==> config.mk <==
export PLATFORM = sky130hd
export DESIGN_NAME = lzkh_parser
export DESIGN_NICKNAME = d
export VERILOG_FILES = /design/src/rtl/lzkh_pkg.sv /design/src/rtl/lzkh_parser.sv
export SDC_FILE = /design/constraint.sdc
export NUM_CORES = 1
export LEC_CHECK = 0
export BUFFER_PORTS_ARGS = -buffer_cell sky130_fd_sc_hd__buf_4
export CAP_MARGIN = 15
export CORE_UTILIZATION = 55
export CTS_CLUSTER_SIZE = 28
export DETAILED_ROUTE_END_ITERATION = 12
export GPL_ROUTABILITY_DRIVEN = 0
export GPL_TIMING_DRIVEN = 0
export PLACE_DENSITY = 0.82
export SYNTH_ARGS = -nofsm -noshare
export SYNTH_HDL_FRONTEND = slang
export SYNTH_SLANG_ARGS = --single-unit
==> constraint.sdc <==
create_clock -name clock -period 3.28 [get_ports clock]
set_clock_uncertainty 0.05 [all_clocks]
set_input_delay 0.82 -clock clock [delete_from_list [all_inputs] [get_ports clock]]
set_output_delay 0.82 -clock clock [all_outputs]
set_load 0.005 [all_outputs]
==> src/rtl/lzkh_pkg.sv <==
// Shared types and constants for the LZRW1/KH stream decompressor.
package lzkh_pkg;

   localparam int HistDepth     = 4096;
   localparam int HistAddrWidth = $clog2(HistDepth);
   localparam int LenWidth      = 24;
   localparam int ByteWidth     = 8;
   localparam int CountWidth    = 13;
   localparam int OffsetWidth   = 12;
   localparam int CopyLenWidth  = 5;
   localparam int BitsWidth     = 5;
   localparam int CmdWidth      = 16;

   localparam logic [ByteWidth-1:0]    FlagReset  = 8'd128;
   localparam logic [CopyLenWidth-1:0] CopyBias   = 5'd3;
   localparam logic [CountWidth-1:0]   RunBias    = 13'd16;
   localparam logic [BitsWidth-1:0]    CmdBits    = 5'd16;

   localparam int ReqDataWidth = ByteWidth;
   localparam int RspFieldBits = ByteWidth + CountWidth + LenWidth;
   localparam int RspDataWidth = ((RspFieldBits + 7) / 8) * 8;

   typedef enum logic [2:0] {
      PhIdle,
      PhCmdHi,
      PhCmdLo,
      PhToken,
      PhRef2,
      PhRun3,
      PhRun4,
      PhCopy
   } phase_type;

   typedef enum logic [2:0] {
      EngIdle,
      EngEmit,
      EngFill,
      EngCopyRd,
      EngCopyWr
   } eng_state_type;

   typedef enum logic {
      JobBytes,
      JobCopy
   } job_kind_type;

   // One decoded token handed from the parser to the emit engine.
   typedef struct packed {
      logic                    start;
      logic                    clear_len;
      job_kind_type            kind;
      logic [ByteWidth-1:0]    value;
      logic [CountWidth-1:0]   count;
      logic [OffsetWidth-1:0]  pos;
      logic [CopyLenWidth-1:0] copy_len;
      logic                    last;
   } job_type;

   typedef struct packed {
      logic                     wr_en;
      logic [HistAddrWidth-1:0] wr_addr;
      logic [ByteWidth-1:0]     wr_data;
      logic                     rd_en;
      logic [HistAddrWidth-1:0] rd_addr;
   } ram_req_type;

   typedef struct packed {
      logic [ByteWidth-1:0]  out_byte;
      logic [CountWidth-1:0] repeat_count;
      logic                  run_last;
      logic                  image_done;
      logic [LenWidth-1:0]   output_length;
   } out_item_type;

endpackage

==> src/rtl/lzkh_parser.sv <==
// Token parser: flag byte, command words and token bytes into engine jobs.
module lzkh_parser (
   input  logic                                  clock,
   input  logic                                  reset,
   input  logic                                  csr_wr_en,
   input  logic [lzkh_pkg::ByteWidth-1:0]        csr_wr_data,
   input  logic                                  req_tvalid,
   output logic                                  req_tready,
   input  logic [lzkh_pkg::ReqDataWidth-1:0]     req_tdata,
   input  logic                                  req_tuser,
   input  logic                                  req_tlast,
   input  logic                                  eng_idle,
   output lzkh_pkg::job_type                     job
);

   lzkh_pkg::phase_type                phase_ff, phase_in;
   logic [lzkh_pkg::CmdWidth-1:0]      cmd_ff, cmd_in;
   logic [lzkh_pkg::BitsWidth-1:0]     bits_ff, bits_in;
   logic [lzkh_pkg::ByteWidth-1:0]     tok0_ff, tok0_in;
   logic [3:0]                         tok1_ff, tok1_in;
   logic [lzkh_pkg::ByteWidth-1:0]     tok2_ff, tok2_in;
   logic [lzkh_pkg::ByteWidth-1:0]     flag_ff;

   logic                               accept;
   logic                               emit;
   logic [lzkh_pkg::ByteWidth-1:0]     in_byte;
   logic [lzkh_pkg::BitsWidth-1:0]     bits_dec;
   logic [lzkh_pkg::OffsetWidth-1:0]   ref_pos;

   assign req_tready = eng_idle;
   assign accept     = req_tvalid && eng_idle;
   assign in_byte    = req_tdata[lzkh_pkg::ByteWidth-1:0];
   assign bits_dec   = (bits_ff != '0) ? bits_ff - 5'd1 : bits_ff;
   assign ref_pos    = {tok0_ff, in_byte[7:4]};

   always_ff @(posedge clock) begin
      if (reset) begin
         flag_ff  <= lzkh_pkg::FlagReset;
         phase_ff <= lzkh_pkg::PhIdle;
         cmd_ff   <= '0;
         bits_ff  <= '0;
         tok0_ff  <= '0;
         tok1_ff  <= '0;
         tok2_ff  <= '0;
      end else begin
         if (csr_wr_en) begin
            flag_ff <= csr_wr_data;
         end
         phase_ff <= phase_in;
         cmd_ff   <= cmd_in;
         bits_ff  <= bits_in;
         tok0_ff  <= tok0_in;
         tok1_ff  <= tok1_in;
         tok2_ff  <= tok2_in;
      end
   end

   always_comb begin
      phase_in = phase_ff;
      cmd_in   = cmd_ff;
      bits_in  = bits_ff;
      tok0_in  = tok0_ff;
      tok1_in  = tok1_ff;
      tok2_in  = tok2_ff;
      emit     = 1'b0;
      job      = '0;
      job.kind = lzkh_pkg::JobBytes;

      if (accept) begin
         if (req_tuser) begin
            cmd_in        = '0;
            bits_in       = '0;
            tok0_in       = '0;
            tok1_in       = '0;
            tok2_in       = '0;
            job.clear_len = 1'b1;
            phase_in      = (in_byte == flag_ff) ? lzkh_pkg::PhCopy : lzkh_pkg::PhCmdHi;
         end else begin
            unique case (phase_ff)
               lzkh_pkg::PhIdle: begin
               end
               lzkh_pkg::PhCmdHi: begin
                  cmd_in   = {in_byte, 8'h00};
                  phase_in = lzkh_pkg::PhCmdLo;
               end
               lzkh_pkg::PhCmdLo: begin
                  cmd_in   = {cmd_ff[15:8], in_byte};
                  bits_in  = lzkh_pkg::CmdBits;
                  phase_in = lzkh_pkg::PhToken;
               end
               lzkh_pkg::PhToken: begin
                  if (cmd_ff[15]) begin
                     tok0_in  = in_byte;
                     phase_in = lzkh_pkg::PhRef2;
                  end else begin
                     emit      = 1'b1;
                     job.value = in_byte;
                     job.count = 13'd1;
                  end
               end
               lzkh_pkg::PhRef2: begin
                  if (ref_pos == '0) begin
                     tok1_in  = in_byte[3:0];
                     phase_in = lzkh_pkg::PhRun3;
                  end else begin
                     emit         = 1'b1;
                     job.kind     = lzkh_pkg::JobCopy;
                     job.pos      = ref_pos;
                     job.copy_len = lzkh_pkg::CopyLenWidth'(in_byte[3:0]) + lzkh_pkg::CopyBias;
                  end
               end
               lzkh_pkg::PhRun3: begin
                  tok2_in  = in_byte;
                  phase_in = lzkh_pkg::PhRun4;
               end
               lzkh_pkg::PhRun4: begin
                  emit      = 1'b1;
                  job.value = in_byte;
                  job.count = lzkh_pkg::CountWidth'({tok1_ff, tok2_ff}) + lzkh_pkg::RunBias;
               end
               lzkh_pkg::PhCopy: begin
                  emit      = 1'b1;
                  job.value = in_byte;
                  job.count = 13'd1;
               end
            endcase

            // A token that produced output consumes one command bit.
            if (emit && (phase_ff != lzkh_pkg::PhCopy)) begin
               cmd_in   = {cmd_ff[14:0], 1'b0};
               bits_in  = bits_dec;
               phase_in = (bits_dec == '0) ? lzkh_pkg::PhCmdHi : lzkh_pkg::PhToken;
            end
         end

         if (req_tlast) begin
            phase_in = lzkh_pkg::PhIdle;
            job.last = 1'b1;
         end
         job.start = emit || req_tlast;
      end
   end

endmodule

==> results.toml <==
[clock_network]
clockBufferDepth = 2
htreeDepth = 2
cts_tree = "yes"
cts_buffers = 5
path_clk_slew_ps = 100
cts_sinks = 52
cts-root-buf = "clkbuf_8"
clock_latency_ps = 320

[timing]
maxSlewHeadroom_pct = 50.6
setup_viol = 0
setup_tns_ps = 0
min_period_ps = 3190
rsz0062_at_grt = "false"
slew_viol_final = 0
hold_viol = 0
setup_ws_ps = 90.9
period_share_pct = 97.2
worst_slew_pin_slew_ps = 731
fmax_ghz = 0.314

[final_layout]
regArea_mm2 = 0.00104
drive_above_1_share_pct = 21.2
n_antenna_cell = 0
fin_nets = 452
area_growth_pct = 20.5
final_area_mm2 = 0.00371
final_common_cell = "buf_4"
final_core_util_pct = 70.8
n_fill_cell = 417
multi_input_area_mm2 = 0.00189
final_cell_mix = "buf_4, dfxtp_1, nor2_1"

[drt]
drc_errors = 0
avgViaCountPerCell = 6.15
drt-total-wl_mm = 8.78
drtIter0Drc = 291
ant_nets = 0
wl_per_cell_um = 17.8
drt_pass1_iterations = 5
vias = 3039

[yosys]
ys_seq_elements = 52
ys_types = 57
avgSynthCellArea_um2 = 8.57
yosysWarnings = 0
syn-num-nets = 388
async_flop_share_pct = 0
synth_edf_count = 0
synth_cells = 359
synth_area_mm2 = 0.00308
ys.flop_type = "dfxtp_1"
yosysSeqAreaShare_pct = 33.8

[power_and_ir_drop]
p_sw_share_pct = 27.8
power_frac_seq_pct = 55.0
power_frac_comb_pct = 12.2
power_per_cell_area_mw_per_mm2 = 315
internal_power_mw = 0.844
switchingPower_mw = 0.326
p_clk_share_pct = 32.7
vdd_drop_max_v = 0.000264
p_leak_nw = 1.42

[placed_design]
port_buffers = 55
place_ws_ps = -67.2
placed_area_mm2 = 0.00358
dp_hpwl_mm = 6.39

[setup_path]
cp_max_fo = 8
reg2reg_from = "phase_ff[1]"
crit_start = "req_tdata[6]"
worstPathCellList = "clkbuf_1 > nor4_4 > nand3_4 > a21oi_1 > o21ai_0 > a21o_1 > buf_4"
r2r_end = "phase_ff[1]"
endpoint = "job[41]"
ff2ff_path_depth = 7
worstSetupStartpointType = "input port"
r2r_slack_ps = 820
end_kind = "output pin"
slowest_stage = "nor4_4"
required_ps = 2410
crit_arrival_ps = 2320
max_stage_delay_ps = 410
critical_path_class = "in -> out"

[floorplan]
die_w_um = 76.8
initial_utilization_pct = 58.7
coreArea_mm2 = 0.00524
dieArea_mm2 = 0.00590
ios = 66
std_cell_rows = 26
die_h_um = 76.8

[global_route]
grt_max_degree = 18
grt_pass1_vias = 2915
grt_pass1_wl_mm = 14.4
grt_use_total_pct = 30.8
grt_remaining_overflow = 0
antenna_found_initial = 0

[hold_path]
min_delay_path_depth = 1
min_path_type = "reg -> reg"

[job]
cap_viol_max_count = 0

[status]
status = "complete, no violations"
==> metrics by stage <==
stage | instances | total power, mW | hold slack (ps)
after global routing | 494 | 1.21 | 436
after floorplan | 359 | 0.746 | 383
after detailed placement | 484 | 0.794 | 398
final | 494 | 1.17 | 425
after global placement | 484 | 0.791 | 397
after CTS | 492 | 1.16 | 426
==> critical path, delay by kind of cell <==
family,cells,cell delay [ps]
simple gates,2,600
buf+inv,2,390
compound gates,3,510
==> synthesized netlist by cell type (all sizes together), types with 4 or more instances <==
cell type,number,area [µm²]
a21oi,14,70.1
a22oi,32,240
and2,20,125
and3,8,50.1
buf,11,73.8
clkbuf,17,63.8
dfxtp,52,1040
ha,6,75.1
inv,9,33.8
mux2i,8,80.1
nand2,15,56.3
nand3,15,75.1
nand4,5,31.3
nor2,47,176
nor3,13,70.1
nor3b,4,41.3
nor4,4,70.1
o21ai,6,30.0
o2bb2ai,16,140
o41ai,4,35.0
xnor2,12,105
xor2,5,43.8
==> logic make-up (layout without fill, tap and decap cells) <==
family	after synthesis	in the layout	share of synthesized area, %
XOR/XNOR	17	17	4.84
AO/OA/AOI/OAI	89	89	23.3
AND/OR/NAND/NOR	149	149	27.1
buffers and inverters	37	102	5.57
multiplexers	9	9	2.97
adder cells (fa/ha/maj)	6	6	2.44
flip-flops	52	52	33.8
==> state kept, by name (all words and copies together), names as in the netlist <==
| signal | count |
|---|---|
| cmd_ff | 16 |
| flag_ff | 8 |
| tok0_ff | 8 |
| tok2_ff | 8 |
| bits_ff | 5 |
| tok1_ff | 4 |
| phase_ff | 3 |
==> metal layers <==
layer | wire length [µm] | up-vias | global-route usage [%] | share of wire, %
li1 | - | 1433 | - | -
met4 | 151 | 0 | 10.6 | 1.7
met3 | 714 | 15 | 6.19 | 8.1
met5 | 0 | - | 0 | 0
met1 | 3880 | 1434 | 41.6 | 44
met2 | 4040 | 157 | 48.4 | 46
==> how the worst min path moves through the flow <==
stage | from | slack, ps | to
after floorplan | cmd_ff[1] | 380 | cmd_ff[1]
after global placement | cmd_ff[9] | 400 | cmd_ff[9]
after detailed placement | cmd_ff[9] | 400 | cmd_ff[9]
after CTS | cmd_ff[9] | 430 | cmd_ff[9]
after global routing | cmd_ff[3] | 440 | cmd_ff[3]
final | cmd_ff[12] | 420 | cmd_ff[12]
==> power by group through the flow <==
stage / Sequential, mW / Combinational, mW / Clock (mW)
2_1_floorplan: 0.657 / 0.0890 / 0
3_3_place_gp: 0.658 / 0.133 / 0
3_5_place_dp: 0.658 / 0.136 / 0
4_1_cts: 0.644 / 0.137 / 0.380
5_1_grt: 0.645 / 0.154 / 0.407
6_report: 0.644 / 0.143 / 0.383
==> timing repair <==
item	in CTS	in global routing
setup endpoints to repair	7	20
pin swaps	0	2
resized for setup	2	5
setup buffers	0	2
hold buffers	0	0
==> area by class of cell <==
type	count	share of cell area (%)
clock inverter	3	0.574
buffer	28	3.74
timing repair buffer	57	11.5
inverter	9	0.911
sequential	52	28.1
clock buffer	5	1.86
tap	70	2.36
multi-input combinational	270	50.9
(Power assumes the default switching activity.)
