`src/rtl/lzkh_pkg.sv`:
```
// Shared types and constants for the LZRW1/KH stream decompressor.
package lzkh_pkg;

   localparam int HistDepth     = 4096;
   localparam int HistAddrWidth = $clog2(HistDepth);
   localparam int LenWidth      = 24;
   localparam int ByteWidth     = 8;
   localparam int CountWidth    = 13;
   localparam int OffsetWidth   = 12;
   localparam int CopyLenWidth  = 5;
   localparam int BitsWidth     = 5;
   localparam int CmdWidth      = 16;

   localparam logic [ByteWidth-1:0]    FlagReset  = 8'd128;
   localparam logic [CopyLenWidth-1:0] CopyBias   = 5'd3;
   localparam logic [CountWidth-1:0]   RunBias    = 13'd16;
   localparam logic [BitsWidth-1:0]    CmdBits    = 5'd16;

   localparam int ReqDataWidth = ByteWidth;
   localparam int RspFieldBits = ByteWidth + CountWidth + LenWidth;
   localparam int RspDataWidth = ((RspFieldBits + 7) / 8) * 8;

   typedef enum logic [2:0] {
      PhIdle,
      PhCmdHi,
      PhCmdLo,
      PhToken,
      PhRef2,
      PhRun3,
      PhRun4,
      PhCopy
   } phase_type;

   typedef enum logic [2:0] {
      EngIdle,
      EngEmit,
      EngFill,
      EngCopyRd,
      EngCopyWr
   } eng_state_type;

   typedef enum logic {
      JobBytes,
      JobCopy
   } job_kind_type;

   // One decoded token handed from the parser to the emit engine.
   typedef struct packed {
      logic                    start;
      logic                    clear_len;
      job_kind_type            kind;
      logic [ByteWidth-1:0]    value;
      logic [CountWidth-1:0]   count;
      logic [OffsetWidth-1:0]  pos;
      logic [CopyLenWidth-1:0] copy_len;
      logic                    last;
   } job_type;

   typedef struct packed {
      logic                     wr_en;
      logic [HistAddrWidth-1:0] wr_addr;
      logic [ByteWidth-1:0]     wr_data;
      logic                     rd_en;
      logic [HistAddrWidth-1:0] rd_addr;
   } ram_req_type;

   typedef struct packed {
      logic [ByteWidth-1:0]  out_byte;
      logic [CountWidth-1:0] repeat_count;
      logic                  run_last;
      logic                  image_done;
      logic [LenWidth-1:0]   output_length;
   } out_item_type;

endpackage

```
`src/rtl/lzkh_out_reg.sv`:
```
// Output register that holds one result word until the receiver takes it.
module lzkh_out_reg (
   input  logic                                  clock,
   input  logic                                  reset,
   input  logic                                  load,
   input  lzkh_pkg::out_item_type                item,
   output logic                                  slot_free,
   output logic                                  rsp_tvalid,
   input  logic                                  rsp_tready,
   output logic [lzkh_pkg::RspDataWidth-1:0]     rsp_tdata,
   output logic                                  rsp_tuser,
   output logic                                  rsp_tlast
);

   logic                   valid_ff;
   logic                   valid_in;
   lzkh_pkg::out_item_type item_ff;

   assign slot_free = !valid_ff || rsp_tready;
   assign valid_in  = load || (valid_ff && !rsp_tready);

   always_ff @(posedge clock) begin
      if (reset) begin
         valid_ff <= 1'b0;
      end else begin
         valid_ff <= valid_in;
      end
   end

   always_ff @(posedge clock) begin
      if (load) begin
         item_ff <= item;
      end
   end

   assign rsp_tvalid = valid_ff;
   assign rsp_tdata  = lzkh_pkg::RspDataWidth'({item_ff.output_length,
                                                item_ff.repeat_count,
                                                item_ff.out_byte});
   assign rsp_tuser  = item_ff.image_done;
   assign rsp_tlast  = item_ff.run_last;

endmodule

```
`config.mk`:
```
export PLATFORM = sky130hd
export DESIGN_NAME = lzkh_out_reg
export DESIGN_NICKNAME = d
export VERILOG_FILES = /design/src/rtl/lzkh_pkg.sv /design/src/rtl/lzkh_out_reg.sv
export SDC_FILE = /design/constraint.sdc
export NUM_CORES = 1
export LEC_CHECK = 0
export BUFFER_PORTS_ARGS = -buffer_cell sky130_fd_sc_hd__buf_2
export CORE_ASPECT_RATIO = 0.75
export CORE_MARGIN = 1.5
export CORE_UTILIZATION = 28
export DETAILED_ROUTE_END_ITERATION = 12
export GPL_ROUTABILITY_DRIVEN = 0
export HOLD_SLACK_MARGIN = 0.1
export MAX_ROUTING_LAYER = met4
export PLACE_DENSITY = 0.56
export SLEW_MARGIN = 10
export SYNTH_ARGS = -nofsm -noshare
export SYNTH_HDL_FRONTEND = slang
export SYNTH_SLANG_ARGS = --single-unit
```
`constraint.sdc`:
```
create_clock -name clock -period 0.8 [get_ports clock]
set_clock_uncertainty 0.1 [all_clocks]
set_input_delay 0.08 -clock clock [delete_from_list [all_inputs] [get_ports clock]]
set_output_delay 0.08 -clock clock [all_outputs]
set_load 0.05 [all_outputs]
```
==> out/metrics.cfg, run 1 <==
[outcome]
status = complete, but fails checks
violations = setup timing

[setup_path]
crit_type = flip-flop to output port
slowest_delay_ns = 0.38
crit_path_start_kind = flip-flop
cp.required_ns = 0.62
end_kind = output port
r2r_end = rsp_tvalid$_SDFF_PP0_
path_cells = nand2b_4 -> buf_8
slowest_stage = dfxtp_4
reg2reg_depth = 3
rrSetupSlack_ns = -0.03
worstPathMaxFanout = 2
worstPathArrival_ns = 0.87
r2r-start = rsp_tvalid$_SDFF_PP0_

[clocking]
clk_latency_ns = 0.28
clk_pin_slew_worst_paths_ns = 0.08
cts_root_buffer = clkbuf_8
cts_tree = yes
cts_buffers = 5
h-tree-depth = 2
holdBufCountCts = 48
postCtsSetupBuffers = 0
cts_buffer_depth = 2
clock-sinks = 48

[power]
total_power_uw = 5962
swShare_pct = 29.08
p_per_area_nw_per_um2 = 2001
leakage_uw = 0.001252
p_switching_uw = 1734
ir_worst_vdd_v = 0.001205
p_int_uw = 4228
combPwrFrac_pct = 25.9
power_frac_seq_pct = 51.6
clkPwrFrac_pct = 22.6

[finish]
antenna_cells = 0
area_growth_syn_to_layout_pct = 100.8
drive_gt1_share_pct = 51.89
post-route-util_pct = 59.49
nNetsFinal = 262
nFillCells = 375
layout.cells.non_filler = 284

[drt]
wl_per_cell_um = 13.32
drc = 0
via_count = 1097
viasPerCell = 3.863
totalWireLength_um = 3783
antenna_left = 0
drt-pass1-iter-count = 4
drt_iter0_markers = 6

[min_path]
hold_path_class = primary input to flip-flop
hp-start = rsp_tready
hold-path-endpoint = rsp_tvalid$_SDFF_PP0_
whs_path_depth = 4

[synth]
synth-edff-count = 47
yosysTopAreaCell = edfxtp_1
yosys.area.top_type_share_pct = 95.11
synthDistinctLibCells = 7
ys_seq_area_share_pct = 96.46
yosys-top-cells-count = edfxtp_1, buf_4
syn_area_um2 = 1484
synth_ff_type = edfxtp_1
synth_most_common_cell = edfxtp_1
yosys-top-cells-area = edfxtp_1, buf_4, dfxtp_1, nand2b_4, a21oi_2
synth_warnings = 0
synthArstFlopShare_pct = 0
synthesis.instances = 55
avgSynthCellArea_um2 = 26.98
synth_seq_cells = 48

[die]
die_height_um = 66.05
io_pins = 103
coreArea_um2 = 5010
start_util_pct = 29.62
die_area_um2 = 5750
die_x_um = 87.06
rows = 22

[run]
drv_cap = 0

[sta]
finalCritPeriodShare_pct = 131.6
fin_setup_tns_ns = -10.97
finalWorstSetupSlack_ns = -0.2527
hold_slack_ns = 0.06207
max_freq_ghz = 0.9499
fin_crit_ns = 1.053
setup_viol = 54
hold_viol = 0
slew_violations = 0
rsz0062_at_grt = yes

[global_routing]
grt_pass1_wl_um = 5664
antenna_found_initial = 0
grt_pass1_vias = 1212
grt.total_usage_pct = 14.08
overflow = 0
grt_max_degree = 29

[placed_design]
post-place-cells = 228
io_buffers = 99

cells in the final DEF (no fill, tap or decap):
master         synthesis  layout
buf_2                  0      50
dlygate4sd3_1          0      48
buf_6                  0      47
edfxtp_1              47      47
clkbuf_8               0       5
conb_1                 1       3
clkbuf_1               0       3
buf_8                  0       2
buf_12                 0       2
nand2b_4               1       1
inv_1                  1       1
a21oi_2                1       1
buf_4                  3       1
dfxtp_4                0       1
how the worst max path moves through the flow:
stage,cells past startpoint,endpoint,from
after floorplan,2,rsp_tvalid$_SDFF_PP0_,rsp_tvalid$_SDFF_PP0_
after global placement,2,rsp_tlast$_DFFE_PP_,load
after detailed placement,2,rsp_tdata[25]$_DFFE_PP_,load
after CTS,1,rsp_tdata[12],rsp_tdata[12]$_DFFE_PP_
after global routing,1,rsp_tdata[12],rsp_tdata[12]$_DFFE_PP_
final,2,slot_free,rsp_tvalid$_SDFF_PP0_
cells by family after synthesis:
group / share of synthesized area [%]
and+or+nand+nor: 0.9273
DFF: 96.46
other: 0.2527
buffers and inverters: 1.770
AOI/OAI and AO/OA: 0.5903
registers in the layout, summed over array words and instances, names as in the netlist:
signal / cells
rsp_tvalid: 1
rsp_tdata: 45
rsp_tlast: 1
rsp_tuser: 1
timing repair:
item / 4_1_cts / 5_1_grt
pin swaps: 0 / 0
gates resized for setup: 98 / 2
hold endpoints to repair: 48 / 1
setup endpoints to repair: 49 / 50
layer usage:
metal	part of all wire [%]	global-route usage, %	up-vias	wire, um
met4	0.50	4.234	0	19
met2	50	24.42	71	1897
li1	-	-	517	-
met5	0	-	-	0
met1	40	15.22	507	1506
met3	9.5	5.119	2	361
worst max-delay path, delay by kind of cell (launching register included):
kind	cells	cell delay, ns
buffers and inverters	1	0.15
DFF	1	0.38
and+or+nand+nor	1	0.06
layout make-up:
class	instances	area [um^2]	share of cell area, %
Sequential cell	48	1435	48.15
Clock buffer	8	80.08	2.687
Multi-Input combinational cell	5	33.78	1.134
Tap cell	72	90.09	3.023
Timing Repair Buffer	150	1338	44.88
Inverter	1	3.754	0.1259
power by group through the flow:
stage | clock network, uW | registers, uW | logic (uW)
2_1_floorplan | 0 | 3790 | 59.7
3_3_place_gp | 0 | 3070 | 1110
3_5_place_dp | 0 | 3080 | 1120
4_1_cts | 1400 | 3070 | 1530
5_1_grt | 1510 | 3100 | 1600
6_report | 1350 | 3080 | 1540
metrics by stage:
stage	cell area (um^2)	setup slack, ns
3_5_place_dp	2106	-0.03972
5_1_grt	2980	-0.2932
3_3_place_gp	2106	-0.01837
6_report	2980	-0.2527
2_1_floorplan	1495	-0.08410
4_1_cts	2973	-0.2563
No activity file was read; power rests on OpenSTA's default activity.
==> run 2: changes to the inputs <==
BUFFER_PORTS_ARGS = unset   (was -buffer_cell sky130_fd_sc_hd__buf_2)
DONT_BUFFER_PORTS = 1   (was unset)
MAX_ROUTING_LAYER = unset   (was met4)
PLACE_DENSITY = 0.39   (was 0.56)
==> run 2 against run 1 <==
The flow finishes with violations (hold timing, setup timing); critical path depth down 1; total power is 3.5% higher; count of clock-buffer cells in the layout down 1; largest cell class is now non-clock buffers; largest power group unchanged.
==> out/metrics.cfg, run 2 (same netlist as run 1, synthesis figures left out) <==
[outcome]
status = complete, but fails checks
violations = hold timing, setup timing

[sta]
finalCritPeriodShare_pct = 134.1
hold_slack_ns = -0.2011
rsz0062_at_grt = yes
max_freq_ghz = 0.9321
fin_crit_ns = 1.073
finalWorstSetupSlack_ns = -0.2728
slew_violations = 0
fin_setup_tns_ns = -12.52
hold_viol = 48
setup_viol = 50

[setup_path]
worstPathArrival_ns = 0.89
r2r_end = rsp_tvalid$_SDFF_PP0_
critPathBufInv = 1
cp.required_ns = 0.62
reg2reg_depth = 3
worstPathMaxFanout = 1
slowest_delay_ns = 0.43
crit_type = flip-flop to output port
slowest_stage = edfxtp_1
end_kind = output port
rrSetupSlack_ns = -0.03
crit_path_start_kind = flip-flop
crit_family = flip-flops
path_cells = buf_12
r2r-start = rsp_tvalid$_SDFF_PP0_

[clocking]
cts_tree = yes
cts_buffer_depth = 2
clk_latency_ns = 0.29
holdBufCountCts = 49
clk_pin_slew_worst_paths_ns = 0.08
h-tree-depth = 2
clock-sinks = 48
cts_buffers = 5
cts_root_buffer = clkbuf_8

[drt]
wl_per_cell_um = 13.46
totalWireLength_um = 3137
antenna_left = 0
drt-pass1-iter-count = 2
via_count = 911
viasPerCell = 3.910
drt_iter0_markers = 28
drc = 0

[finish]
largest_reg_flops = 45
nNetsFinal = 211
drive_gt1_share_pct = 36.02
area_growth_syn_to_layout_pct = 110.3
antenna_cells = 0
post-route-util_pct = 62.29
layout_common_cells = dlygate4sd3_1, buf_12, edfxtp_1, clkbuf_8, conb_1
final_common_cell = dlygate4sd3_1

[die]
die_height_um = 66.05
coreArea_um2 = 5010
rows = 22
die_x_um = 87.06
io_pins = 103
start_util_pct = 29.62
die_area_um2 = 5750

[global_routing]
grt.total_usage_pct = 11.62
grt_max_degree = 49
antenna_found_initial = 0
grt_pass1_wl_um = 4705
grt_pass1_vias = 937
overflow = 0

[placed_design]
io_buffers = 0
hpwl_um = 2094
place_ws_ns = 0.04667

[min_path]
whs_path_depth = 0
hold_path_class = primary input to flip-flop
hold-path-endpoint = rsp_tdata[23]$_DFFE_PP_
hp-start = load

[power]
p_per_area_nw_per_um2 = 1977
total_power_uw = 6170
leakage_uw = 0.001203
ir_worst_vdd_v = 0.001237

[run]
drv_cap = 0

-- run 2: changes by cell type in the layout (fill, tap and decap cells not counted), sizes merged --
| cell | delta |
|---|---|
| clkinv | +1 |
| dlygate4sd3 | +1 |
| clkbuf | -1 |
| buf | -52 |
-- run 2: layout make-up --
cell class / count / area [um^2]
inverters: 1 / 3.754
clock inverters: 1 / 3.754
fillers: 363 / 1889
clock buffers: 7 / 76.32
multi-input cells: 5 / 33.78
well taps: 72 / 90.09
flip-flops and latches: 48 / 1435
repair buffers: 99 / 1478
-- run 2: power breakdown --
part           leakage [uW]  switching (uW)  internal [uW]
Combinational      0.000694             836            872
Sequential         0.000469             155           2990
Clock             0.0000399             710            609
-- run 2: how the worst max path moves through the flow --
stage / endpoint / cells after the start / start
after floorplan: rsp_tvalid$_SDFF_PP0_ / 2 / rsp_tvalid$_SDFF_PP0_
after global placement: rsp_tdata[26] / 1 / rsp_tdata[26]$_DFFE_PP_
after detailed placement: rsp_tdata[15] / 1 / rsp_tdata[15]$_DFFE_PP_
after CTS: rsp_tdata[31] / 1 / rsp_tdata[31]$_DFFE_PP_
after global routing: rsp_tdata[7] / 1 / rsp_tdata[7]$_DFFE_PP_
final: rsp_tdata[6] / 1 / rsp_tdata[6]$_DFFE_PP_
-- run 2: repair_timing --
action,4_1_cts,5_1_grt
gates cloned,0,0
pin swaps,0,1
endpoints found under the hold margin,95,48
gates resized for setup,3,1
setup buffers,1,1
setup endpoints to repair,49,50
-- run 2: through the flow --
stage               instance area [um^2]  cells
floorplan                           1495     57
global placement                    2531    175
detailed placement                  2531    175
CTS                                 3120    233
global route                        3120    233
finish                              3120    233
-- run 2: metal layers --
layer	global-route usage, %	up-vias	wire length [um]	part of all wire (%)
met2	18.02	68	1518	48
li1	-	415	-	-
met3	6.367	8	400	13
met5	0	-	0	0
met4	5.444	0	45	1.4
met1	13.09	420	1173	37
==> run 3: changes to the inputs <==
PLACE_DENSITY = 0.41   (was 0.39)
RECOVER_POWER = 50   (was unset)
clock period = 0.95 ns   (was 0.8 ns; I/O delays follow)
==> run 3 against run 2 <==
The flow still finishes with violations (hold timing, setup timing); critical endpoint is now rsp_tdata[2]; combinational power down 20%; wire length up 6.2%; largest cell class is now sequential cells; clock power down 14%; highest routed layer unchanged; setup slack better by 0.13 ns.
==> out/metrics.cfg, run 3 (same netlist as run 1, synthesis figures left out) <==
[outcome]
status = complete, but fails checks
violations = hold timing, setup timing

[clocking]
clk_latency_ns = 0.28
holdBufCountCts = 49
cts_tree = yes
clk_pin_slew_worst_paths_ns = 0.08
h-tree-depth = 2
cts_buffers = 5
cts_root_buffer = clkbuf_8
cts_buffer_depth = 2
clock-sinks = 48

[setup_path]
slowest_stage = edfxtp_1
critPathLaunch = rsp_tdata[2]$_DFFE_PP_
slowest_delay_ns = 0.43
path_cells = buf_12
worstPathArrival_ns = 0.90
cp.required_ns = 0.75
critPathBufInv = 1
crit_path_start_kind = flip-flop
crit_type = flip-flop to output port
cp_num_cells = 1
reg2reg_depth = 3
crit_family = flip-flops
end_kind = output port
r2r-start = rsp_tvalid$_SDFF_PP0_
worstPathMaxFanout = 1

[drt]
via_count = 908
drc = 0
totalWireLength_um = 3330
drt-pass1-iter-count = 3
antenna_left = 0
drt_iter0_markers = 38
viasPerCell = 3.897
wl_per_cell_um = 14.29

[sta]
rsz0062_at_grt = yes
max_freq_ghz = 0.9161
slew_violations = 0
hold_slack_ns = -0.1829
finalCritPeriodShare_pct = 114.9
fin_crit_ns = 1.092
setup_viol = 49
finalWorstSetupSlack_ns = -0.1416
hold_viol = 47

[global_routing]
grt_pass1_vias = 976
antenna_found_initial = 0
grt_pass1_wl_um = 4885
overflow = 0
grt.total_usage_pct = 11.64
grt_max_degree = 49

[die]
coreArea_um2 = 5010
start_util_pct = 29.62
io_pins = 103
rows = 22
die_height_um = 66.05
die_area_um2 = 5750
die_x_um = 87.06

[placed_design]
place_ws_ns = 0.1810
io_buffers = 0
post_dp_cell_area_um2 = 2394

[power]
p_switching_uw = 1450
power_frac_seq_pct = 51.3
clkPwrFrac_pct = 21.9
leakage_uw = 0.001170
ir_worst_vdd_v = 0.0009150
p_per_area_nw_per_um2 = 1697
combPwrFrac_pct = 26.7
swShare_pct = 28.25
p_int_uw = 3681

[min_path]
whs_path_depth = 0
hold_path_class = primary input to flip-flop
hp-start = load

[finish]
area_growth_syn_to_layout_pct = 103.7
layout_common_cells = dlygate4sd3_1, edfxtp_1, buf_12, buf_6, clkbuf_8
design_area_um2 = 3023
largest_reg_flops = 45
antenna_cells = 0
final_common_cell = dlygate4sd3_1
nNetsFinal = 211
drive_gt1_share_pct = 37.27

[run]
drv_cap = 0

-- run 3: worst paths after layout --
path / end / slack [ns]
worst min-delay path: rsp_tdata[6]$_DFFE_PP_ / -0.18
worst max-delay path: rsp_tdata[2] / -0.14
worst max register to register: rsp_tvalid$_SDFF_PP0_ / 0.07
worst min register to register: rsp_tvalid$_SDFF_PP0_ / 0.55
-- run 3: final cells by class --
| type | count | area, um^2 |
|---|---|---|
| fillers | 377 | 1987 |
| flip-flops and latches | 48 | 1435 |
| repair buffers | 99 | 1378 |
| well taps | 72 | 90.09 |
| clock buffers | 5 | 68.82 |
| multi-input cells | 5 | 33.78 |
| clock inverters | 3 | 13.76 |
| inverters | 1 | 3.754 |
-- run 3: power groups by stage --
stage          Clock [uW]  Sequential (uW)  Combinational [uW]
6_report             1130             2630                1370
5_1_grt              1240             2650                1410
4_1_cts              1180             2640                1370
3_5_place_dp            0             2680                1180
3_3_place_gp            0             2670                1180
2_1_floorplan           0             3190                50.2
-- run 3: layer usage --
metal	track usage, %	share of wire [%]	up-vias
li1	-	-	414
met1	12.19	37	426
met2	20.35	50	66
met3	7.116	12	2
met4	1.815	0.24	0
met5	0	0	-
-- run 3: through the flow --
step                setup TNS [ns]  hold slack [ns]  std cells  utilization (%)  power, uW
floorplan                        0          0.04827         57                -       3238
global placement                 0          0.04995        175            47.78       3849
detailed placement               0          0.05351        175            47.78       3856
CTS                         -6.124          -0.1928        233            60.34       5182
global route                -7.312          -0.2062        233            60.34       5297
finish                      -5.482          -0.1829        233            60.34       5131
-- run 3: repair_timing --
action,4_1_cts,5_1_grt
resized for setup,13,0
endpoints found under the setup margin,49,49
endpoints found under the hold margin,95,48
buffers inserted,1,0
