$ cat src/rtl/lzkh_pkg.sv
// Shared types and constants for the LZRW1/KH stream decompressor.
package lzkh_pkg;

   localparam int HistDepth     = 4096;
   localparam int HistAddrWidth = $clog2(HistDepth);
   localparam int LenWidth      = 24;
   localparam int ByteWidth     = 8;
   localparam int CountWidth    = 13;
   localparam int OffsetWidth   = 12;
   localparam int CopyLenWidth  = 5;
   localparam int BitsWidth     = 5;
   localparam int CmdWidth      = 16;

   localparam logic [ByteWidth-1:0]    FlagReset  = 8'd128;
   localparam logic [CopyLenWidth-1:0] CopyBias   = 5'd3;
   localparam logic [CountWidth-1:0]   RunBias    = 13'd16;
   localparam logic [BitsWidth-1:0]    CmdBits    = 5'd16;

   localparam int ReqDataWidth = ByteWidth;
   localparam int RspFieldBits = ByteWidth + CountWidth + LenWidth;
   localparam int RspDataWidth = ((RspFieldBits + 7) / 8) * 8;

   typedef enum logic [2:0] {
      PhIdle,
      PhCmdHi,
      PhCmdLo,
      PhToken,
      PhRef2,
      PhRun3,
      PhRun4,
      PhCopy
   } phase_type;

   typedef enum logic [2:0] {
      EngIdle,
      EngEmit,
      EngFill,
      EngCopyRd,
      EngCopyWr
   } eng_state_type;

   typedef enum logic {
      JobBytes,
      JobCopy
   } job_kind_type;

   // One decoded token handed from the parser to the emit engine.
   typedef struct packed {
      logic                    start;
      logic                    clear_len;
      job_kind_type            kind;
      logic [ByteWidth-1:0]    value;
      logic [CountWidth-1:0]   count;
      logic [OffsetWidth-1:0]  pos;
      logic [CopyLenWidth-1:0] copy_len;
      logic                    last;
   } job_type;

   typedef struct packed {
      logic                     wr_en;
      logic [HistAddrWidth-1:0] wr_addr;
      logic [ByteWidth-1:0]     wr_data;
      logic                     rd_en;
      logic [HistAddrWidth-1:0] rd_addr;
   } ram_req_type;

   typedef struct packed {
      logic [ByteWidth-1:0]  out_byte;
      logic [CountWidth-1:0] repeat_count;
      logic                  run_last;
      logic                  image_done;
      logic [LenWidth-1:0]   output_length;
   } out_item_type;

endpackage

$ cat src/rtl/lzkh_engine.sv
// Emit engine: writes the history ring, runs back-reference copies and fills runs.
module lzkh_engine (
   input  logic                                  clock,
   input  logic                                  reset,
   input  lzkh_pkg::job_type                     job,
   output logic                                  eng_idle,
   output lzkh_pkg::ram_req_type                 ram_req,
   input  logic [lzkh_pkg::ByteWidth-1:0]        ram_rd_data,
   input  logic                                  slot_free,
   output logic                                  out_load,
   output lzkh_pkg::out_item_type                out_item
);

   localparam int SumWidth = lzkh_pkg::LenWidth + 1;
   localparam int AddrW    = lzkh_pkg::HistAddrWidth;

   lzkh_pkg::eng_state_type               state_ff, state_in;
   logic [lzkh_pkg::ByteWidth-1:0]        value_ff, value_in;
   logic [lzkh_pkg::CountWidth-1:0]       count_ff, count_in;
   logic [lzkh_pkg::CountWidth-1:0]       left_ff, left_in;
   logic [lzkh_pkg::OffsetWidth-1:0]      pos_ff, pos_in;
   logic                                  last_ff, last_in;
   logic [AddrW-1:0]                      wp_ff, wp_in;
   logic [lzkh_pkg::LenWidth-1:0]         prod_ff, prod_in;

   logic [SumWidth-1:0]                   len_sum;
   logic [lzkh_pkg::LenWidth-1:0]         len_sat;
   logic [lzkh_pkg::CountWidth-1:0]       add_count;
   logic [AddrW-1:0]                      pos_ext;

   assign eng_idle = (state_ff == lzkh_pkg::EngIdle);
   assign pos_ext  = AddrW'(pos_ff);

   // Saturating length update; a copy adds one byte at a time.
   assign add_count = (state_ff == lzkh_pkg::EngCopyWr) ? 13'd1 : count_ff;
   assign len_sum   = SumWidth'(prod_ff) + SumWidth'(add_count);
   assign len_sat   = len_sum[SumWidth-1] ? '1 : len_sum[lzkh_pkg::LenWidth-1:0];

   always_ff @(posedge clock) begin
      if (reset) begin
         state_ff <= lzkh_pkg::EngIdle;
         wp_ff    <= '0;
         prod_ff  <= '0;
         value_ff <= '0;
         count_ff <= '0;
         left_ff  <= '0;
         pos_ff   <= '0;
         last_ff  <= 1'b0;
      end else begin
         state_ff <= state_in;
         wp_ff    <= wp_in;
         prod_ff  <= prod_in;
         value_ff <= value_in;
         count_ff <= count_in;
         left_ff  <= left_in;
         pos_ff   <= pos_in;
         last_ff  <= last_in;
      end
   end

   always_comb begin
      state_in = state_ff;
      wp_in    = wp_ff;
      prod_in  = prod_ff;
      value_in = value_ff;
      count_in = count_ff;
      left_in  = left_ff;
      pos_in   = pos_ff;
      last_in  = last_ff;
      ram_req  = '0;
      out_load = 1'b0;
      out_item = '0;

      unique case (state_ff)
         lzkh_pkg::EngIdle: begin
            if (job.clear_len) begin
               prod_in = '0;
            end
            if (job.start) begin
               value_in = job.value;
               count_in = job.count;
               pos_in   = job.pos;
               last_in  = job.last;
               if (job.kind == lzkh_pkg::JobCopy) begin
                  left_in  = lzkh_pkg::CountWidth'(job.copy_len);
                  state_in = lzkh_pkg::EngCopyRd;
               end else begin
                  state_in = lzkh_pkg::EngEmit;
               end
            end
         end
         lzkh_pkg::EngEmit: begin
            if (slot_free) begin
               out_load               = 1'b1;
               out_item.out_byte      = value_ff;
               out_item.repeat_count  = count_ff;
               out_item.run_last      = 1'b1;
               out_item.image_done    = last_ff;
               out_item.output_length = len_sat;
               prod_in                = len_sat;
               if (count_ff != '0) begin
                  ram_req.wr_en   = 1'b1;
                  ram_req.wr_addr = wp_ff;
                  ram_req.wr_data = value_ff;
                  wp_in           = wp_ff + 1'b1;
                  left_in         = count_ff - 13'd1;
                  state_in        = (count_ff == 13'd1) ? lzkh_pkg::EngIdle : lzkh_pkg::EngFill;
               end else begin
                  state_in = lzkh_pkg::EngIdle;
               end
            end
         end
         lzkh_pkg::EngFill: begin
            // The rest of a run goes into the ring, one entry per cycle.
            ram_req.wr_en   = 1'b1;
            ram_req.wr_addr = wp_ff;
            ram_req.wr_data = value_ff;
            wp_in           = wp_ff + 1'b1;
            left_in         = left_ff - 13'd1;
            if (left_ff == 13'd1) begin
               state_in = lzkh_pkg::EngIdle;
            end
         end
         lzkh_pkg::EngCopyRd: begin
            ram_req.rd_en   = 1'b1;
            ram_req.rd_addr = wp_ff - pos_ext;
            state_in        = lzkh_pkg::EngCopyWr;
         end
         lzkh_pkg::EngCopyWr: begin
            if (slot_free) begin
               out_load               = 1'b1;
               out_item.out_byte      = ram_rd_data;
               out_item.repeat_count  = 13'd1;
               out_item.run_last      = (left_ff == 13'd1);
               out_item.image_done    = last_ff && (left_ff == 13'd1);
               out_item.output_length = len_sat;
               prod_in                = len_sat;
               ram_req.wr_en          = 1'b1;
               ram_req.wr_addr        = wp_ff;
               ram_req.wr_data        = ram_rd_data;
               wp_in                  = wp_ff + 1'b1;
               left_in                = left_ff - 13'd1;
               if (left_ff == 13'd1) begin
                  state_in = lzkh_pkg::EngIdle;
               end else begin
                  // Next source byte; the RAM forwards it when it is the one written now.
                  ram_req.rd_en   = 1'b1;
                  ram_req.rd_addr = wp_ff + 1'b1 - pos_ext;
               end
            end
         end
         default: begin
            state_in = lzkh_pkg::EngIdle;
         end
      endcase
   end

   a_load_needs_slot: assert property (@(posedge clock) disable iff (reset)
      out_load |-> slot_free)
      else $error("result loaded while the output register is occupied");

   a_read_then_copy: assert property (@(posedge clock) disable iff (reset)
      state_ff == lzkh_pkg::EngCopyRd |=> state_ff == lzkh_pkg::EngCopyWr)
      else $error("copy read not followed by copy write");

   a_copy_len_range: assert property (@(posedge clock) disable iff (reset)
      (state_ff == lzkh_pkg::EngCopyRd || state_ff == lzkh_pkg::EngCopyWr)
      |-> (left_ff != '0 && left_ff <= 13'd18))
      else $error("copy length out of range");

   a_fill_nonzero: assert property (@(posedge clock) disable iff (reset)
      state_ff == lzkh_pkg::EngFill |-> left_ff != '0)
      else $error("run fill with nothing left");

   a_wp_steps: assert property (@(posedge clock) disable iff (reset)
      ram_req.wr_en |=> wp_ff == $past(wp_ff) + 1'b1)
      else $error("write pointer did not advance after a ring write");

endmodule

$ cat config.mk
export PLATFORM = sky130hd
export DESIGN_NAME = lzkh_engine
export DESIGN_NICKNAME = d
export VERILOG_FILES = /design/src/rtl/lzkh_pkg.sv /design/src/rtl/lzkh_engine.sv
export SDC_FILE = /design/constraint.sdc
export NUM_CORES = 1
export LEC_CHECK = 0
export CORE_MARGIN = 4
export CORE_UTILIZATION = 42
export CTS_CLUSTER_SIZE = 10
export DETAILED_ROUTE_END_ITERATION = 10
export DONT_BUFFER_PORTS = 1
export GPL_TIMING_DRIVEN = 1
export PLACE_DENSITY = 0.63
export SLEW_MARGIN = 20
export SYNTH_ARGS = -nofsm -noshare
export SYNTH_HDL_FRONTEND = slang
export SYNTH_SLANG_ARGS = --single-unit
$ cat constraint.sdc
create_clock -name clock -period 4.67 [get_ports clock]
set_input_delay 0.2335 -clock clock [delete_from_list [all_inputs] [get_ports clock]]
set_output_delay 0.2335 -clock clock [all_outputs]
set_load 0.02 [all_outputs]
==> impl_summary.txt, run 1 <==
----------------------------------------------------
[Setup path]
  Peak fanout along the critical path ... 18
  Worst stage delay on the critical path ... 0.57 ns
  Worst path buffer plus inverter count ... 2
  Endpoint of the worst setup timing path ... out_item[8]
  Worst flop-to-flop path endpoint ... prod_ff[8]
  Critical Path Source Type ... flop
  Critical Path Source ... state_ff[2]
  Worst endpoint required time ... 4.44 ns
  Endpoint class of the critical path ... output pin
  Delay-heaviest family, CP ... compound AO/OA/AOI/OAI gates
  Slowest cell on the critical path ... a211o_1
  Data arrival at the endpoint of the critical path ... 3.81 ns
  Startpoint-to-endpoint class of the critical path ... flop to output pin
  Worst R2R Start ... state_ff[2]
  R2R cell count ... 12
  Total number of cells along the worst setup path ... 12
  Slack of the worst reg-to-reg path ... 1.14 ns
  List of cells traversed by the critical path ... inv_1 -> nor3_1 -> buf_4 -> nor2_1 -> fa_1 -> a21o_1 -> nand4_1 -> a21oi_1 -> o31ai_2 -> a211o_1 -> o21ai_0 -> and2_1

[STA]
  Count of final setup violators ... 0
  Worst slew slack as a fraction of its limit ... 50.1%
  Worst Skew ... 0.00623 ns
  Final TNS setup ... 0 ns
  Final critical delay including setup and external delays ... 4.05 ns
  Unrepaired setup endpoints after global routing ... false
  Number of failing hold endpoints at the final stage ... 0
  Fmax ... 247 MHz
  Final-report max-slew violation count ... 0
  Final Cycle Share ... 86.6%
  Transition time at the pin with the least slew margin ... 0.741 ns

[Pwr]
  Leakage power total ... 2.82 nW
  Worst IR drop on VDD ... 0.000221 V
  Pwr/cell area ... 459 nW/um^2
  Total chip power ... 0.00331 W

[Drt]
  DRT antenna net count ... 0
  DRC errors left ... 0
  Router iterations before antenna repair ... 5
  Post-detailed-routing wire length ... 19400 um
  Detail-routed net length per standard cell ... 17.9 um
  DR vias/cell ... 5.71
  Number of vias in the routed layout ... 6206
  Violation count after the first detailed-routing iteration ... 461

[GRT]
  Total congestion overflow after global routing ... 0
  Vias in the first global route ... 5803
  Wire length of the first global-routing pass ... 30800 um
  Number of antenna violations at the first check in global routing ... 0
  Largest net degree at the start of global routing ... 64
  Global-route total usage across every layer ... 21.4%

[Placement]
  Count of buffers inserted at the top-level ports ... 0
  Placed standard-cell area ... 6810 um^2
  Post-DP HPWL ... 14500 um
  Final weighted congestion in routability-driven placement ... 0.924

[Status]
  Run status ... finished clean

[Floorplanning]
  Standard cell core area ... 15300 um^2
  Floorplan die width ... 133 um
  Die Footprint ... 17700 um^2
  Die Height ... 133 um
  Number of placed I/O pins ... 136
  Core Rows ... 45
  Effective utilization at floorplan ... 43.1%

[Cells and area]
  Fin util ... 47.2%
  FF+latch area ... 1720 um^2
  Most common cell after layout, fill and taps aside ... nand2_1
  Fill cell total of the finished layout ... 1556
  Multi-input gate area in the final layout ... 4570 um^2
  Top library cells by usage in the layout, fill and taps aside ... nand2_1, a21oi_1, dfxtp_1
  Antenna Cells ... 0
  NumNets Final ... 967
  Fin area ... 7210 um^2
  Layout-stage area growth over the synthesis result ... 9.59%
  Layout cell share with drive strength beyond 1 ... 7.42%

[Logic synthesis]
  Count of yosys warnings during synthesis ... 0
  Synthesized area per cell ... 7.48 um^2
  Number of distinct library cells after synthesis ... 72
  Sequential element share of the synthesized area ... 26.2%
  Largest cells by area after synthesis ... dfxtp_1, ha_1, nand2_1
  Number of nets produced by synthesis ... 976
  Synth area leader ... dfxtp_1
  Number of enable-type register cells in the synthesized netlist ... 0
  Number of instances in the synthesized netlist ... 880
  Post-synthesis async set-or-reset flop share ... 0%
  Post-Syn Area ... 6580 um^2
  Area share of the largest cell type after synthesis ... 26.2%
  #FFs+latches synth ... 86
  Post-synth top flop ... dfxtp_1

[CTS]
  Clock latency on the worst-skew pair ... 0.35 ns
  CTS Hold Bufs ... 8
  Total clock buffers created by CTS ... 9
  Clock tree from TritonCTS ... done
  Sinks on the clock net ... 86
  Number of instances resized during post-cts repair ... 0
  Clock slew seen by the registers of the worst setup and hold paths ... 0.07 ns
  Master cell of the clock root buffer ... clkbuf_16
  Buffer levels on the longest clock path ... 2
  Number of levels the H-tree was split into ... 3
  Number of setup buffers added after CTS ... 0

[Worst hold path]
  Worst hold path cell count ... 2
  Tightest Hold Check Type ... input pin to flop

[Run]
  Number of max-cap violations ... 0

----------------------------------------------------
-- layer usage --
layer | share of wire, % | up-vias | GRT usage, % | wire [um]
li1 | - | 3119 | - | -
met1 | 45 | 2894 | 27.8 | 8790
met2 | 46 | 169 | 35.4 | 8960
met3 | 6.5 | 24 | 5.17 | 1270
met4 | 2.1 | 0 | 6.57 | 411
met5 | 0 | - | 0 | 0
-- worst min-delay path by stage --
stage / endpoint / startpoint / slack [ns]
global route: value_ff[4] / job[35] / 0.008
global placement: count_ff[12] / reset / 0.31
detailed placement: count_ff[5] / reset / 0.31
floorplan: count_ff[4] / job[22] / 0.37
finish: count_ff[7] / job[25] / 0.01
CTS: pos_ext[4] / job[10] / 0.0001
-- per-stage QoR --
stage          worst slack, ns  cells  hold slack [ns]
3_5_place_dp              1.02   1063            0.313
3_3_place_gp              1.12   1063            0.313
2_1_floorplan            0.959    880            0.369
5_1_grt                  0.337   1087          0.00845
6_report                 0.624   1087           0.0103
4_1_cts                  0.608   1087         0.000104
-- flip-flops by register name, indices dropped and copies added (netlist names) --
| register | count |
|---|---|
| last_ff | 1 |
| left_ff | 13 |
| prod_ff | 24 |
| count_ff | 13 |
| state_ff | 3 |
| value_ff | 8 |
| wp_ff | 12 |
| pos_ext | 12 |
-- Yosys cell counts (all sizes together) (18+ instances only) --
master	count
dfxtp	86
nor2	78
clkbuf	34
ha	40
xor2	26
inv	32
a22o	20
o21ai	59
nor2b	18
xnor2	34
a21oi	86
and2	26
nand2	126
-- kinds of logic (layout without fill, tap and decap cells) --
| logic type | count (synthesis) | in the layout | synth area share [%] |
|---|---|---|---|
| AOI/OAI and AO/OA | 268 | 268 | 26.0 |
| DFF | 86 | 86 | 26.2 |
| adders and majority gates | 43 | 43 | 8.52 |
| xor gates and xnor gates | 60 | 60 | 7.99 |
| and+or+nand+nor | 339 | 339 | 25.5 |
| muxes | 6 | 6 | 0.951 |
| buffers and inverters | 78 | 74 | 4.87 |
-- layout make-up --
| type | count | share of cell area, % |
|---|---|---|
| sequential | 86 | 23.9 |
| multi-input combinational | 716 | 63.4 |
| clock buffer | 9 | 3.12 |
| inverter | 33 | 1.75 |
| clock inverter | 7 | 1.08 |
| tap | 211 | 3.66 |
| timing repair buffer | 25 | 3.12 |
-- report_power, final --
group	switching [W]	internal (W)
logic	0.000999	0.000613
clock network	0.000333	0.000422
registers	0.000111	0.000830
No activity file was read; power rests on OpenSTA's default activity.
==> inputs of run 2 (changes only) <==
--- a/config.mk
+++ b/config.mk
@@ -6,12 +6,12 @@
 export NUM_CORES = 1
 export LEC_CHECK = 0
 export CORE_MARGIN = 4
-export CORE_UTILIZATION = 42
+export CORE_UTILIZATION = 45
 export CTS_CLUSTER_SIZE = 10
 export DETAILED_ROUTE_END_ITERATION = 10
 export DONT_BUFFER_PORTS = 1
 export GPL_TIMING_DRIVEN = 1
-export PLACE_DENSITY = 0.63
+export PLACE_DENSITY = 0.67
 export SLEW_MARGIN = 20
 export SYNTH_ARGS = -nofsm -noshare
 export SYNTH_HDL_FRONTEND = slang
==> run 2 against run 1 <==
Largest cell class unchanged. First-iteration DRC count up 5.4%. Critical path depth up 1. Wire length shrank 2.5%. Clock power is 7.4% lower. Worst hold slack lost 0.0013 ns.
==> impl_summary.txt, run 2 (same netlist as run 1, synthesis figures left out) <==
----------------------------------------------------
[Status]
  Run status ... finished clean

[Floorplanning]
  Die Footprint ... 16600 um^2
  Effective utilization at floorplan ... 46.7%
  Standard cell core area ... 14100 um^2
  Core Rows ... 43
  Die Height ... 129 um
  Number of placed I/O pins ... 136
  Floorplan die width ... 129 um

[Pwr]
  Combinational share of power ... 49.6%
  Clock Power Share ... 21.5%
  Pwr/cell area ... 450 nW/um^2
  Internal power ... 0.00182 W
  Sw Ratio ... 44.0%
  Proportion of power drawn by flip-flops and latches ... 28.9%
  Total chip power ... 0.00325 W
  Leakage power total ... 2.87 nW
  Power spent charging and discharging nets ... 0.00143 W
  Worst IR drop on VDD ... 0.000338 V

[Cells and area]
  Largest registers in the final layout ... prod_ff x24, count_ff x13, left_ff x13
  Layout-stage area growth over the synthesis result ... 9.78%
  NumNets Final ... 978
  Most common cell after layout, fill and taps aside ... nand2_1
  Most flops, register ... prod_ff
  Top library cells by usage in the layout, fill and taps aside ... nand2_1, a21oi_1, dfxtp_1
  Layout cell share with drive strength beyond 1 ... 9.36%
  Antenna Cells ... 0
  Number of flip-flops in the largest register ... 24
  Fill cell total of the finished layout ... 1438

[CTS]
  Master cell of the clock root buffer ... clkbuf_16
  Sinks on the clock net ... 86
  Clock slew seen by the registers of the worst setup and hold paths ... 0.07 ns
  Clock tree from TritonCTS ... done
  Buffer levels on the longest clock path ... 2
  Clock latency on the worst-skew pair ... 0.35 ns
  Total clock buffers created by CTS ... 9
  Number of levels the H-tree was split into ... 3

[STA]
  Final TNS setup ... 0 ns
  Final-report max-slew violation count ... 0
  Final Cycle Share ... 92.2%
  Crit path setup slack, layout ... 0.364 ns
  Worst Skew ... 0.00699 ns
  Final critical delay including setup and external delays ... 4.31 ns
  Unrepaired setup endpoints after global routing ... false
  Transition time at the pin with the least slew margin ... 0.714 ns
  Worst slew slack as a fraction of its limit ... 52.3%
  Number of failing hold endpoints at the final stage ... 0
  Fmax ... 232 MHz
  Count of final setup violators ... 0

[Drt]
  DR vias/cell ... 5.81
  DRC errors left ... 0
  Detail-routed net length per standard cell ... 17.8 um
  Violation count after the first detailed-routing iteration ... 486
  Post-detailed-routing wire length ... 19000 um
  DRT antenna net count ... 0
  Number of vias in the routed layout ... 6197
  Router iterations before antenna repair ... 5

[Worst hold path]
  Hold wc startpoint ... job[31]
  Worst hold path cell count ... 2
  Tightest Hold Check Type ... input pin to flop

[Placement]
  Minimum setup slack after placement ... 0.784 ns
  Post-DP HPWL ... 14100 um
  Count of buffers inserted at the top-level ports ... 0
  Final weighted congestion in routability-driven placement ... 0.929

[GRT]
  Vias in the first global route ... 5881
  Largest net degree at the start of global routing ... 64
  Total congestion overflow after global routing ... 0
  Global-route total usage across every layer ... 22.9%
  Wire length of the first global-routing pass ... 30500 um
  Number of antenna violations at the first check in global routing ... 1

[Setup path]
  Worst stage delay on the critical path ... 0.56 ns
  Peak fanout along the critical path ... 18
  Startpoint-to-endpoint class of the critical path ... flop to output pin
  Data arrival at the endpoint of the critical path ... 4.07 ns
  Worst R2R Start ... state_ff[0]
  Worst endpoint required time ... 4.44 ns
  List of cells traversed by the critical path ... buf_4 -> nor3_1 -> buf_4 -> or2_2 -> ha_1 -> fa_1 -> a21o_1 -> nand4_1 -> a21oi_1 -> o31ai_2 -> a211o_1 -> o21ai_0 -> and2_1
  Critical Path Source Type ... flop
  Endpoint class of the critical path ... output pin
  R2R cell count ... 13
  Critical Path Source ... state_ff[0]
  Slowest cell on the critical path ... a211o_1
  Most repeated library cell on the critical path ... buf_4

[Run]
  Number of max-cap violations ... 0

----------------------------------------------------
run 2: worst paths after layout:
| check | to | slack [ns] |
|---|---|---|
| max reg2reg | prod_ff[8] | 0.89 |
| max | out_item[8] | 0.36 |
| min | value_ff[0] | 0.009 |
| min reg2reg | pos_ext[6] | 0.45 |
run 2: worst max-delay path, delay by kind of cell, from the launching register on:
kind / cells / cell delay, ns
AO/OA/AOI/OAI: 5 / 1.57
buffers and inverters: 2 / 0.40
flip-flops: 1 / 0.32
AND/OR/NAND/NOR: 4 / 0.80
adder cells (fa/ha/maj): 2 / 0.63
run 2: layout make-up:
cell class | instances | area, um^2 | share of cell area [%]
multi-input combinational | 716 | 4570 | 63.3
inverter | 33 | 126 | 1.75
clock buffer | 10 | 239 | 3.31
sequential | 86 | 1720 | 23.8
tap | 180 | 225 | 3.12
clock inverter | 6 | 46.3 | 0.641
timing repair buffer | 36 | 293 | 4.05
run 2: repair_timing:
| action | 4_1_cts | 5_1_grt |
|---|---|---|
| buffers inserted | 0 | 0 |
| hold endpoints to repair | 63 | 0 |
| gates resized for setup | 0 | 0 |
| hold buffers | 2 | 0 |
run 2: routing by layer:
| layer | global-route usage, % | vias to the layer above | part of all wire (%) |
|---|---|---|---|
| met3 | 5.77 | 48 | 7.7 |
| met2 | 35.4 | 198 | 45 |
| met5 | 0 | - | 0.063 |
| met4 | 10.9 | 2 | 4.0 |
| met1 | 29.8 | 2816 | 44 |
| li1 | - | 3133 | - |
run 2: per-stage QoR:
| stage | cells | utilization [%] | area, um^2 | hold slack [ns] |
|---|---|---|---|---|
| 2_1_floorplan | 880 | - | 6580 | 0.369 |
| 3_3_place_gp | 1049 | 48.9 | 6900 | 0.321 |
| 3_5_place_dp | 1049 | 48.9 | 6900 | 0.315 |
| 4_1_cts | 1067 | 51.2 | 7220 | 0.00231 |
| 5_1_grt | 1067 | 51.2 | 7220 | 0.00809 |
| 6_report | 1067 | 51.2 | 7220 | 0.00903 |
run 2: power by group through the flow:
stage	Combinational, W	Clock (W)	Sequential, W
floorplan	0.00129	0	0.000915
global placement	0.00157	0	0.000949
detailed placement	0.00158	0	0.000953
CTS	0.00160	0.000712	0.000937
global route	0.00179	0.000741	0.000955
finish	0.00161	0.000698	0.000938
